--- config.mk ---
export PLATFORM = sky130hd
export DESIGN_NAME = utf8_text_validator
export DESIGN_NICKNAME = d
export VERILOG_FILES = /design/src/rtl/utv_pkg.sv /design/src/rtl/utv_step.sv /design/src/rtl/utf8_text_validator.sv
export SDC_FILE = /design/constraint.sdc
export NUM_CORES = 1
export LEC_CHECK = 0
export ABC_CLOCK_PERIOD_IN_PS = 4800
export CAP_MARGIN = 40
export CORE_MARGIN = 4
export CORE_UTILIZATION = 31
export DETAILED_ROUTE_END_ITERATION = 10
export DONT_BUFFER_PORTS = 1
export GPL_ROUTABILITY_DRIVEN = 1
export GPL_TIMING_DRIVEN = 0
export PLACE_DENSITY = 0.56
export SLEW_MARGIN = 20
export SYNTH_ARGS = -nofsm -noshare
export SYNTH_HDL_FRONTEND = slang
export SYNTH_SLANG_ARGS = --single-unit
export TNS_END_PERCENT = 100
--- constraint.sdc ---
create_clock -name clk -period 4.8 [get_ports clk]
set_input_delay 0.48 -clock clk [delete_from_list [all_inputs] [get_ports clk]]
set_output_delay 0.48 -clock clk [all_outputs]
set_load 0.03 [all_outputs]
--- src/rtl/utv_pkg.sv ---
// ----------------------------------------------------------------------------
// utv_pkg
// Shared types and constants for the UTF-8 text validator: fault codes,
// per-text decode state and the verdict record.
// ----------------------------------------------------------------------------
`timescale 1ns / 1ps

package utv_pkg;

  // Fault codes; only the first fault of a text is reported on the output
  typedef enum logic [2:0] {
    FAULT_NONE      = 3'd0,
    FAULT_TOO_LONG  = 3'd1,
    FAULT_NUL       = 3'd2,
    FAULT_BAD_LEAD  = 3'd3,
    FAULT_BAD_TAIL  = 3'd4,
    FAULT_TRUNCATED = 3'd5,
    FAULT_OVERLONG  = 3'd6,
    FAULT_RANGE     = 3'd7
  } fault_t;

  localparam int unsigned CP_W    = 21;
  localparam int unsigned COUNT_W = 32;

  localparam logic [COUNT_W-1:0] MAX_TEXT_BYTES_RST = 32'd4096;
  localparam logic [COUNT_W-1:0] COUNT_SAT          = '1;

  // Lead byte ranges
  localparam logic [7:0] LEAD2_LO = 8'hc2;
  localparam logic [7:0] LEAD2_HI = 8'hdf;
  localparam logic [7:0] LEAD3_LO = 8'he0;
  localparam logic [7:0] LEAD3_HI = 8'hef;
  localparam logic [7:0] LEAD4_LO = 8'hf0;
  localparam logic [7:0] LEAD4_HI = 8'hf4;

  // Code point limits
  localparam logic [CP_W-1:0] CP_MIN2    = 21'h000080;
  localparam logic [CP_W-1:0] CP_MIN3    = 21'h000800;
  localparam logic [CP_W-1:0] CP_MIN4    = 21'h010000;
  localparam logic [CP_W-1:0] CP_MAX     = 21'h10ffff;
  localparam logic [CP_W-1:0] CP_SURR_LO = 21'h00d800;
  localparam logic [CP_W-1:0] CP_SURR_HI = 21'h00dfff;

  // Decode state of the text in progress
  typedef struct packed {
    logic [1:0]         tails_left;
    logic [1:0]         sequence_length;
    logic [CP_W-1:0]    code_point;
    logic [COUNT_W-1:0] bytes_seen;
    fault_t             first_fault;
  } text_state_t;

  // Verdict for one text
  typedef struct packed {
    logic [COUNT_W-1:0] text_length;
    fault_t             error_code;
    logic               text_valid;
  } verdict_t;

endpackage

--- src/rtl/utv_step.sv ---
// ----------------------------------------------------------------------------
// utv_step
// Combinational update for one item: counts the byte, checks the length
// limit, decodes strict UTF-8 and forms the verdict at end of text.
// ----------------------------------------------------------------------------
`timescale 1ns / 1ps

module utv_step
  import utv_pkg::*;
(
  input  text_state_t        st,
  input  logic [7:0]         data_byte,
  input  logic               end_of_text,
  input  logic               empty_text,
  input  logic [COUNT_W-1:0] max_text_bytes,
  output text_state_t        st_next,
  output logic               verdict_ready,
  output verdict_t           verdict
);

  logic            too_long;
  logic [CP_W-1:0] cp_shift;
  logic [CP_W-1:0] cp_least;
  fault_t          dec_fault;
  logic [1:0]      dec_tails;
  logic [1:0]      dec_seq;
  logic [CP_W-1:0] dec_cp;
  text_state_t     upd;
  fault_t          end_fault;

  // Count before this byte already at the limit (covers saturation too)
  assign too_long = (st.bytes_seen >= max_text_bytes);
  assign cp_shift = {st.code_point[CP_W-7:0], data_byte[5:0]};

  // Smallest legal value for the sequence being finished
  always_comb begin
    case (st.sequence_length)
      2'd1:    cp_least = CP_MIN2;
      2'd2:    cp_least = CP_MIN3;
      default: cp_least = CP_MIN4;
    endcase
  end

  // Byte decode
  always_comb begin
    dec_fault = FAULT_NONE;
    dec_tails = st.tails_left;
    dec_seq   = st.sequence_length;
    dec_cp    = st.code_point;
    if (st.tails_left != 2'd0) begin
      if (data_byte[7:6] != 2'b10) begin
        dec_fault = FAULT_BAD_TAIL;
      end else begin
        dec_cp    = cp_shift;
        dec_tails = st.tails_left - 2'd1;
        if (dec_tails == 2'd0) begin
          if (cp_shift < cp_least) begin
            dec_fault = FAULT_OVERLONG;
          end else if (cp_shift > CP_MAX ||
                       (cp_shift >= CP_SURR_LO && cp_shift <= CP_SURR_HI)) begin
            dec_fault = FAULT_RANGE;
          end
        end
      end
    end else if (data_byte == 8'h00) begin
      dec_fault = FAULT_NUL;
    end else if (!data_byte[7]) begin
      dec_fault = FAULT_NONE;
    end else if (data_byte >= LEAD2_LO && data_byte <= LEAD2_HI) begin
      dec_seq   = 2'd1;
      dec_tails = 2'd1;
      dec_cp    = {{(CP_W-5){1'b0}}, data_byte[4:0]};
    end else if (data_byte >= LEAD3_LO && data_byte <= LEAD3_HI) begin
      dec_seq   = 2'd2;
      dec_tails = 2'd2;
      dec_cp    = {{(CP_W-4){1'b0}}, data_byte[3:0]};
    end else if (data_byte >= LEAD4_LO && data_byte <= LEAD4_HI) begin
      dec_seq   = 2'd3;
      dec_tails = 2'd3;
      dec_cp    = {{(CP_W-3){1'b0}}, data_byte[2:0]};
    end else begin
      dec_fault = FAULT_BAD_LEAD;
    end
  end

  // State update; after the first fault bytes are only counted
  always_comb begin
    upd = st;
    if (!empty_text) begin
      if (st.bytes_seen != COUNT_SAT) begin
        upd.bytes_seen = st.bytes_seen + 32'd1;
      end
      if (st.first_fault == FAULT_NONE) begin
        if (too_long) begin
          upd.first_fault = FAULT_TOO_LONG;
        end else begin
          upd.first_fault     = dec_fault;
          upd.tails_left      = dec_tails;
          upd.sequence_length = dec_seq;
          upd.code_point      = dec_cp;
        end
      end
    end
  end

  // Verdict at end of text, then clear for the next one
  always_comb begin
    if (upd.first_fault == FAULT_NONE && upd.tails_left != 2'd0) begin
      end_fault = FAULT_TRUNCATED;
    end else begin
      end_fault = upd.first_fault;
    end
    verdict.text_valid  = (end_fault == FAULT_NONE);
    verdict.error_code  = end_fault;
    verdict.text_length = upd.bytes_seen;
    verdict_ready       = end_of_text;
    st_next             = end_of_text ? text_state_t'('0) : upd;
  end

endmodule

--- src/rtl/utf8_text_validator.sv ---
// ----------------------------------------------------------------------------
// utf8_text_validator
// Strict UTF-8 checker with a byte-count limit; one verdict per text.
// ----------------------------------------------------------------------------
// Path: the accepted byte is held in the input register, then decoded
//   into the result register.
// Throughput: one item per cycle while the skid entry is empty; a
//   two-entry result buffer keeps input flowing while one verdict waits.
// Reset: clears all text state and buffers; max_text_bytes returns to 4096.
`timescale 1ns / 1ps

module utf8_text_validator
  import utv_pkg::*;
(
  input  logic         clk,
  input  logic         rst,
  // configuration: max_text_bytes
  input  logic         cfg_valid,
  output logic         cfg_ready,
  input  logic [31:0]  cfg_data,
  // input bytes
  input  logic         s_axis_tvalid,
  output logic         s_axis_tready,
  input  logic [7:0]   s_axis_tdata,   // [7:0] data_byte
  input  logic         s_axis_tlast,   // end_of_text
  input  logic         s_axis_tuser,   // empty_text
  // verdicts
  output logic         m_axis_tvalid,
  input  logic         m_axis_tready,
  output logic [39:0]  m_axis_tdata    // [0] text_valid, [3:1] error_code,
                                       // [35:4] text_length, [39:36] zero
);

  logic [COUNT_W-1:0] max_text_bytes;
  text_state_t        st;
  text_state_t        st_next;

  logic               in_valid;
  logic [7:0]         in_byte;
  logic               in_last;
  logic               in_empty;

  logic               verdict_ready;
  verdict_t           verdict;
  logic               step_fire;
  logic               res_push;

  logic               out_valid;
  verdict_t           out_data;
  logic               skid_valid;
  verdict_t           skid_data;
  logic               out_load;

  // Configuration register, always writable
  assign cfg_ready = 1'b1;

  always_ff @(posedge clk) begin
    if (rst) begin
      max_text_bytes <= MAX_TEXT_BYTES_RST;
    end else if (cfg_valid) begin
      max_text_bytes <= cfg_data;
    end
  end

  // Input register
  assign step_fire     = in_valid && !skid_valid;
  assign s_axis_tready = !in_valid || !skid_valid;

  always_ff @(posedge clk) begin
    if (rst) begin
      in_valid <= 1'b0;
    end else if (s_axis_tready) begin
      in_valid <= s_axis_tvalid;
    end
  end

  always_ff @(posedge clk) begin
    if (s_axis_tready && s_axis_tvalid) begin
      in_byte  <= s_axis_tdata;
      in_last  <= s_axis_tlast;
      in_empty <= s_axis_tuser;
    end
  end

  // Decode step
  utv_step u_step (
    .st             (st),
    .data_byte      (in_byte),
    .end_of_text    (in_last),
    .empty_text     (in_empty),
    .max_text_bytes (max_text_bytes),
    .st_next        (st_next),
    .verdict_ready  (verdict_ready),
    .verdict        (verdict)
  );

  always_ff @(posedge clk) begin
    if (rst) begin
      st <= '0;
    end else if (step_fire) begin
      st <= st_next;
    end
  end

  // Result register with skid entry
  assign res_push = step_fire && verdict_ready;
  assign out_load = !out_valid || m_axis_tready;

  always_ff @(posedge clk) begin
    if (rst) begin
      out_valid  <= 1'b0;
      skid_valid <= 1'b0;
    end else if (out_load) begin
      out_valid  <= skid_valid || res_push;
      skid_valid <= 1'b0;
    end else if (res_push) begin
      skid_valid <= 1'b1;
    end
  end

  always_ff @(posedge clk) begin
    if (out_load) begin
      out_data <= skid_valid ? skid_data : verdict;
    end else if (res_push) begin
      skid_data <= verdict;
    end
  end

  assign m_axis_tvalid = out_valid;
  assign m_axis_tdata  = {4'b0000, out_data};

endmodule
# After elaboration in Yosys (flattened, before gate mapping)
# Cells that the tools add are included.
[op_classes]
bitwise = 1
order_cmp = 11
mux = 40
reduce_logical = 31
eq_ne = 10
n_addsub = 2
[op_table]
columns = ["operator", "count"]
rows = [
  ["21-bit two-way mux", 7],
  ["60-bit two-way mux", 2],
  ["25-bit two-way mux", 2],
  ["3-bit two-way mux", 12],
  ["36-bit two-way mux", 1],
  ["17-bit case mux with 2 select lines", 1],
  ["32-bit by 1-bit adder with 32-bit output, second input constant", 1],
  ["32-bit >= comparator", 1],
  ["32-bit two-way mux", 1],
  ["32-bit inequality test, second input constant", 1],
  ["2-bit two-way mux", 14],
  ["8-bit >= comparator, second input constant", 3],
  ["8-bit less-or-equal comparator, second input constant", 3],
  ["21-bit by 16-bit >= comparator with 1-bit output, second input constant", 1],
  ["21-bit > comparator, second input constant", 1],
  ["21-bit by 16-bit less-or-equal comparator with 1-bit output, second input constant", 1],
  ["21-bit by 17-bit < comparator with 1-bit output", 1],
  ["8-bit AND reduction", 2],
  ["2-bit inequality test, second input constant", 5],
  ["3-bit logical NOT", 3],
  ["1-bit logical AND", 8],
  ["8-bit logical NOT", 1],
  ["2-bit nonzero test", 4],
  ["5-bit nonzero test", 1],
  ["other kinds (13)", 18],
]
[totals]
in_bits = 47
reg_bits = 171
word_cells = 113

# Logic depth before layout (Yosys ltp)
# Gate-level depths: netlist of the first run.
[depth]
ltp_word = 16
ltp_mapped = 12
mapped_depth_nobuf = 12

# Hierarchy
# A second synthesis of the first run with hierarchy kept.
[hier_totals]
cells_unflattened = 928
hier_area_um2 = 8954.8
[modules_own_cells]
columns = ["module", "seq_area_each_um2", "instances", "area_per_inst_um2", "cells_per_inst"]
rows = [
  ["utf8_text_validator", 4364.2, 1, 6226.0, 510],
  ["utv_step", 0.0, 1, 2728.9, 418],
]

# Worst setup path before layout of the first run
# OpenSTA, ideal clock, no wires.
[synth_timing]
path_type = "reg2reg"
from = "register out_valid (netlist: m_axis_tvalid)"
to = "register skid_data[0] (netlist bit) (enable)"
setup_slack_ns = 1.301
stages_incl_launch_ff = 3
setup_ns = 0.429
t_arrival_ns = 3.070
required_time_ns = 4.371
cell_sequence = "dfxtp_1 -> nand2b_1 -> nor2_1"
[synth_between]
elab_chain_cells = 4
[synth_lines]
columns = ["item", "line", "source"]
rows = [
  ["start, declared", "utf8_text_validator.sv:48", "logic out_valid;"],
  ["start signal, assigned", "utf8_text_validator.sv:114", "out_valid <= skid_valid || res_push;"],
  ["1-bit logical NOT", "utf8_text_validator.sv:107", "assign out_load = !out_valid || m_axis_tready;"],
  ["1-bit logical OR", "utf8_text_validator.sv:107", ""],
  ["net out_load", "utf8_text_validator.sv:52", "logic out_load;"],
  ["1-bit inverter (no line)", "--", ""],
  ["2-bit AND reduction (no line)", "--", ""],
  ["end signal, assigned", "utf8_text_validator.sv:125", "skid_data <= verdict;"],
  ["end, declared", "utf8_text_validator.sv:51", "verdict_t skid_data;"],
]
# The timed path passes the listed nets, and every way through them passes these cells.
# A chain may end at the register's enable or synchronous reset.

# Worst setup path after layout of the first run
[layout_timing]
from = "register st[26] (netlist name)"
to = "register out_data, in the netlist m_axis_tdata[0], data pin"
[layout_between]
elab_chain_cells = 9
word_cells_on_any_way = 12
cone_classes = "order compare: 1; mux: 7; reduce/logical: 4"
[layout_lines]
columns = ["item", "line", "source"]
rows = [
  ["32-bit >= comparator *", "utv_step.sv:32", "assign too_long = (st.bytes_seen >= max_text_bytes);"],
  ["3-bit two-way mux or 25-bit two-way mux (tied branches)", "utv_step.sv:94", "if (too_long) begin"],
  ["3-bit two-way mux or 25-bit two-way mux (tied branches)", "utv_step.sv:93", "if (st.first_fault == FAULT_NONE) begin"],
  ["60-bit two-way mux *", "utv_step.sv:89", "if (!empty_text) begin"],
  ["3-bit logical NOT or 2-bit nonzero test (tied branches)", "utv_step.sv:108", "if (upd.first_fault == FAULT_NONE && upd.tails_left != 2'd0) begin"],
  ["1-bit logical AND", "utv_step.sv:108", ""],
  ["3-bit two-way mux *", "utv_step.sv:108", ""],
  ["3-bit logical NOT *", "utv_step.sv:113", "verdict.text_valid = (end_fault == FAULT_NONE);"],
  ["36-bit two-way mux *", "utf8_text_validator.sv:123", "out_data <= skid_valid ? skid_data : verdict;"],
  ["end signal, assigned", "utf8_text_validator.sv:123", ""],
  ["end, declared", "utf8_text_validator.sv:49", "verdict_t out_data;"],
]
# Mark *: on every way between the ends. The rest lies on a longest branch, timed or not. The select of a mux whose other input is x is not followed.

==> results.md, run 1 <==
* First-pass GRT wire length at 32.9 mm
* Root buffer cell: clkbuf_16
* Post-synthesis sequential area ratio at between 50% and 60%
* Mapped Cells at ~800
* Fin crit share at 74.0%
* Die footprint at 0.0299 mm²
* Leading cell types by total area after synthesis: edfxtp_1 (29%), dfxtp_1 (21%), ha_1 (5.8%), mux2_2 (4.5%), mux2i_1 (4.0%)
* Die Height at between 150 and 200 µm
* Setup slack after layout at around 1.3 ns
* Post-Layout Inst Area at 0.00952 mm²
* Peak supply drop at 0.228 mV
* Clock latency on the worst-skew pair at 0.43 ns
* GR Util met2 at 20.4%
* Dpl ws at roughly 1.3 ns
* Most frequent cells in the layout: dfxtp_1 (89), edfxtp_1 (82), nor2_1 (69), a21oi_1 (41), o21ai_0 (40)
* Clock-pin slew on the worst setup and hold paths at approximately 0.07 ns
* Total Nets Final at around 900
* Yosys reg bits at 171
* Max-cap violation count at 0
* Most common cell after layout, fill and taps aside: dfxtp_1
* Hold_buf cts at 0
* WL/cell at 17.7 µm
* Via count at 5,898
* Initial Utilization at 31.3%
* Ys async rst share at 0%
* Drt total wl at 20.7 mm
* Htree depth at 4
* Vias in the first global route at 5,673
* Worst path arrival time at 3.73 ns
* IO Port Bufs at 0
* TritonCTS buffer count at 17
* Routability cong. at 0.833
* Top cell type's share of synthesized area at 29.2%
* I/O pin cnt at 90
* CP endpoint kind: register
* Core Area at 0.0269 mm²
* Setup tns final at 0 ns
* Synth warn at 0
* CTS tree: yes
* Final cell utilization of the core at between 30 and 40%
* DRC viols at 0
* Post-CTS Resized at 0
* Final HPWL DP at 15.7 mm
* Die width at 173 µm
* Final setup fails at 0
* Initial antenna violation count at 0
* Worst endpoint required time at 4.98 ns
* Final hold viol count at 0
* Synthesized area at 0.00842 mm²
* Nature of the critical path startpoint: register
* DR iter-0 viols at 324
* Status: completed
* Grt ovf at 0
* Syn-to-layout area delta at 13.0%
* Met3 Track Usage GR at 2.91%
* Slew HR at 52.5%
* GR Util met1 at 20.3%
* Largest net degree at the start of global routing at 32
* Routed vias/inst at 5.06
* Top FF cell, synth: dfxtp_1
* Worst min-delay path class: in2reg
* Number of nets with antenna violations after routing at 0
* Post-synth EDFFs at between 80 and 90
* Final slew viol count at 0
* Total track usage at 13.7%
* FMAX at 0.282 GHz
* Setup Skew at 0.00836 ns
* DR pass1 iterations at 5
* Clock sink count at 171
* Row count at 60
* CP max FO at 6
* Syn Area/Cell at 10.7 µm²
* Library cells used by synthesis at just over 70
* Power Density at 331 mW/mm²
* RSZ-0062 raised after global routing: false
* P_leak at 3.66 nW
* Leading area contributor after synthesis: edfxtp_1
* Post-CTS Setup Bufs at 0
* GRT busiest layer: met2
* Clk buf depth at 2
* Area after DPL at 0.00893 mm²
* Worst slew pin tran at between 0.7 and 0.8 ns
* Crit Path Category: reg2reg
* Share of layout cells above drive strength 1 at 13.3%
* Number of antenna diodes at 0
* Final worst path period need at roughly 3.5 ns
==> metrics by stage <==
step / hold WS [ns] / power (mW) / instances
2_1_floorplan: 0.426 / 1.76 / 789
3_3_place_gp: 0.437 / 1.81 / 1130
3_5_place_dp: 0.450 / 1.82 / 1134
4_1_cts: 0.130 / 3.18 / 1166
5_1_grt: 0.125 / 3.27 / 1166
6_report: 0.146 / 3.15 / 1166
==> metal layers <==
layer / part of all wire [%] / routed length [µm]
met2: 43 / 8880
met3: 4.1 / 845
met5: 0 / 0
met4: 1.1 / 230
met1: 52 / 10700
==> state kept, by name, summed over array words and instances (netlist names) <==
name and count:
st 54, m_axis_tdata 36, skid_data 36, max_text_bytes 32, in_byte 8, in_empty 1
in_last 1, in_valid 1, m_axis_tvalid 1, skid_valid 1
==> worst max-delay path, stage by stage, from the launching register on <==
cell	delay [ns]
dfxtp_1	0.49
ha_1	0.32
a211oi_1	0.21
o21ai_0	0.11
o221a_2	0.25
or4_4	0.46
a211oi_4	0.31
mux2i_1	0.44
nand3_1	0.21
o41ai_1	0.51
==> cells in the mapped netlist, drive strengths merged (3+ instances only) <==
library cell / instances
a22o: 12
nand3b: 4
or3: 16
nor3: 12
nand3: 19
buf: 14
and2: 6
a22oi: 8
a21o: 3
nor2: 70
xor2: 10
nor3b: 3
o21a: 3
a31oi: 18
xnor2: 21
nor2b: 4
a21oi: 41
o21ai: 40
and3: 14
ha: 39
nand2b: 11
mux2i: 34
mux2: 34
nor4: 8
nand2: 39
dfxtp: 89
a32o: 3
or4: 4
and4: 6
a211oi: 6
clkbuf: 29
edfxtp: 82
nand4: 14
inv: 39
o211ai: 4
==> cell type report <==
cell class	count	area, µm²
clock buffer	17	425
buffer	43	208
clock inverter	15	161
multi-input combinational	536	3840
fill	2711	17400
timing repair buffer	4	63.8
inverter	39	146
sequential	171	4240
tap	341	427
==> kinds of logic (layout without fill, tap and decap cells) <==
logic type                 after synthesis  after routing  share of synthesized area, %
adders and majority gates               39             39                          5.79
AOI/OAI and AO/OA                      155            155                          11.9
other                                    2              5                        0.0892
and+or+nand+nor                        238            238                          15.8
DFF                                    171            171                          50.4
xor gates and xnor gates                31             31                          3.22
buffers and inverters                   82            118                          4.20
muxes                                   68             68                          8.59
==> final timing paths <==
check / slack (ns) / cells after the start / endpoint / startpoint
worst max-delay path: 1.25 / 9 / m_axis_tdata[0] / st[26]
worst min-delay path: 0.15 / 0 / in_byte[0] / s_axis_tdata[0]
worst max register to register: 1.25 / 9 / m_axis_tdata[0] / st[26]
worst min register to register: 0.46 / 2 / st[38] / st[38]
==> where the power goes <==
| part | internal, mW | switching [mW] | total (mW) |
|---|---|---|---|
| Combinational | 0.0650 | 0.112 | 0.177 |
| Sequential | 1.56 | 0.0494 | 1.61 |
| Clock | 0.734 | 0.631 | 1.37 |
(Power assumes the default switching activity.)
==> run 2, diff against run 1 <==
--- a/config.mk
+++ b/config.mk
@@ -5,7 +5,7 @@
 export SDC_FILE = /design/constraint.sdc
 export NUM_CORES = 1
 export LEC_CHECK = 0
-export ABC_CLOCK_PERIOD_IN_PS = 4800
+export ABC_CLOCK_PERIOD_IN_PS = 2900
 export CAP_MARGIN = 40
 export CORE_MARGIN = 4
 export CORE_UTILIZATION = 31
@@ -13,7 +13,7 @@
 export DONT_BUFFER_PORTS = 1
 export GPL_ROUTABILITY_DRIVEN = 1
 export GPL_TIMING_DRIVEN = 0
-export PLACE_DENSITY = 0.56
+export PLACE_DENSITY = 0.57
 export SLEW_MARGIN = 20
 export SYNTH_ARGS = -nofsm -noshare
 export SYNTH_HDL_FRONTEND = slang
==> constraint.sdc (replaced) <==
create_clock -name clk -period 2.9 [get_ports clk]
set_input_delay 0.29 -clock clk [delete_from_list [all_inputs] [get_ports clk]]
set_output_delay 0.29 -clock clk [all_outputs]
set_load 0.03 [all_outputs]
==> run 2 against run 1 <==
The flow now finishes with violations (negative setup slack). First-iteration DRC count up 20%. Register-to-register slack worse by 1.3 ns. Sequential share of layout area down 2.9 points. Routed wire length down 0.87%. Die area unchanged. Count of clock-buffer cells in the layout unchanged. Sequential power up 65%. Cell count up 4.5%. Design area up 8.0%. Utilization up 2.8 points. Via count up 3.5%. Critical path type unchanged. Critical endpoint is now m_axis_tdata[1]. Highest routed layer unchanged.
==> results.md, run 2 (synthesis gave the netlist of run 1 again) <==
* Most frequent cells in the layout: edfxtp_1 (82), nor2_1 (69), dfxtp_1 (69), a21oi_1 (38)
* Vias in the first global route at 5,900
* Grt ovf at 0
* Clock sink count at 171
* Final cell utilization of the core at 38.2%
* DR pass1 iterations at 5
* Crit Path Category: reg2reg
* Setup tns final at -0.311 ns
* Number of antenna diodes at 0
* Failing checks: negative setup slack
* Final slew viol count at 0
* Syn-to-layout area delta at 22.0%
* Pwr Total at 5.44 mW
* First-pass GRT wire length at 32.3 mm
* Htree depth at 4
* Dpl ws at -0.317 ns
* Power Density at 529 mW/mm²
* Die footprint at 0.0299 mm²
* Routed vias/inst at 5.01
* Clock latency on the worst-skew pair at 0.44 ns
* RSZ-0062 raised after global routing: true
* Via count at 6,105
* Largest reg by FF count: st
* Row count at 60
* Core Area at approximately 0.027 mm²
* Peak supply drop at approximately 0.24 mV
* Final HPWL DP at ~15 mm
* Routability cong. at roughly 0.85
* R2R setup slack at -0.08 ns
* Die width at about 170 µm
* Area after DPL at between 0.008 and 0.009 mm²
* Setup Skew at 0.0180 ns
* Final worst path period need at between 2 and 3 ns
* Max incr delay on CP at around 0.46 ns
* Most common cell after layout, fill and taps aside: edfxtp_1
* Worst min-delay path class: in2reg
* Drt total wl at 20.5 mm
* Clk buf depth at 2
* Initial antenna violation count at 0
* CTS tree: yes
* Status: complete, but fails checks
* Initial Utilization at 31.3%
* Share of layout cells above drive strength 1 at 19.7%
* TritonCTS buffer count at 17
* WL/cell at 16.8 µm
* Clock-pin slew on the worst setup and hold paths at 0.08 ns
* Worst endpoint required time at 3.07 ns
* Die Height at 173 µm
* Crit-path cells: ha_1 > a21oi_2 > o21ai_1 > o221a_2 > or4_4 > buf_4 > a21oi_4 > a31oi_1 > or2_2 > o31a_1
* Setup slack after layout at -0.0787 ns
* Final hold viol count at 0
* Post-Layout Inst Area at 0.0103 mm²
* Root buffer cell: clkbuf_16
* CP max FO at 8
* Worst slew pin tran at ~0.75 ns
* P_leak at 4.01 nW
* Max-cap violation count at 0
* Total Nets Final at 950
* Fin crit share at 103%
* DR iter-0 viols at 390
* IO Port Bufs at 0
* Worst path arrival time at about 3.2 ns
* Total track usage at about 13%
* Worst path slowest cell: or4_4
* Max reg flops at 54
* Slew HR at 50.3%
* Nature of the critical path startpoint: register
* I/O pin cnt at 90
* Final setup fails at 6
* Number of nets with antenna violations after routing at 0
* Largest net degree at the start of global routing at 27
* CP endpoint kind: register
* FMAX at 0.336 GHz
* DRC viols at 0
[run 2: changes by cell type in the layout (fill, tap and decap cells not counted), sizes merged]
| cell | before | now |
|---|---|---|
| dlygate4sd3 | 0 | 33 |
| buf | 17 | 39 |
| clkinvlp | 5 | 1 |
| clkinv | 4 | 7 |
| clkbuf | 46 | 44 |
| bufinv | 1 | 2 |
| clkdlybuf4s15 | 1 | 0 |
[run 2: critical path: cells and delay by family (launching register included)]
family	cells	cell delay [ns]
simple gates	2	0.79
buf+inv	1	0.17
compound gates	6	1.05
flops	1	0.39
fa+ha+maj	1	0.31
[run 2: path summary, 6_finish.rpt]
kind | cells after the start | startpoint | to
worst max-delay path | 10 | st[20] | m_axis_tdata[1]
worst min-delay path | 2 | cfg_data[1] | max_text_bytes[1]
worst max register to register | 10 | st[20] | m_axis_tdata[1]
worst min register to register | 2 | st[38] | st[38]
[run 2: stage by stage]
stage / hold WS, ns / instances
detailed placement: 0.389 / 1134
floorplan: 0.389 / 789
global route: 0.00814 / 1218
CTS: 0.0000424 / 1211
finish: 0.0104 / 1218
global placement: 0.389 / 1130
[run 2: layout make-up]
class / instances / area [µm²]
fill: 2619 / 16600
clock inverter: 15 / 204
inverter: 39 / 146
multi-input combinational: 536 / 3990
clock buffer: 17 / 425
sequential: 171 / 4280
tap: 341 / 427
timing repair buffer: 56 / 582
buffer: 43 / 221
[run 2: power breakdown]
| part | leakage, nW | internal (mW) | total, mW | switching (mW) |
|---|---|---|---|---|
| Clock | 0.305 | 1.32 | 2.41 | 1.09 |
| Combinational | 2.12 | 0.169 | 0.380 | 0.211 |
| Sequential | 1.58 | 2.57 | 2.65 | 0.0774 |
| Total | 4.01 | 4.06 | 5.44 | 1.37 |
[run 2: repair_timing]
item,CTS,global route
cloned,2,0
resized for setup,49,24
hold endpoints to repair,33,0
hold buffers,33,0
setup buffers,10,7
endpoints found under the setup margin,23,40
pin swaps,12,23
[run 2: routing by layer]
layer / wire length, µm / global-route usage [%]
met1: 9490 / 17.9
met2: 9860 / 22.3
met3: 837 / 2.82
met4: 313 / 3.96
met5: 0 / 0
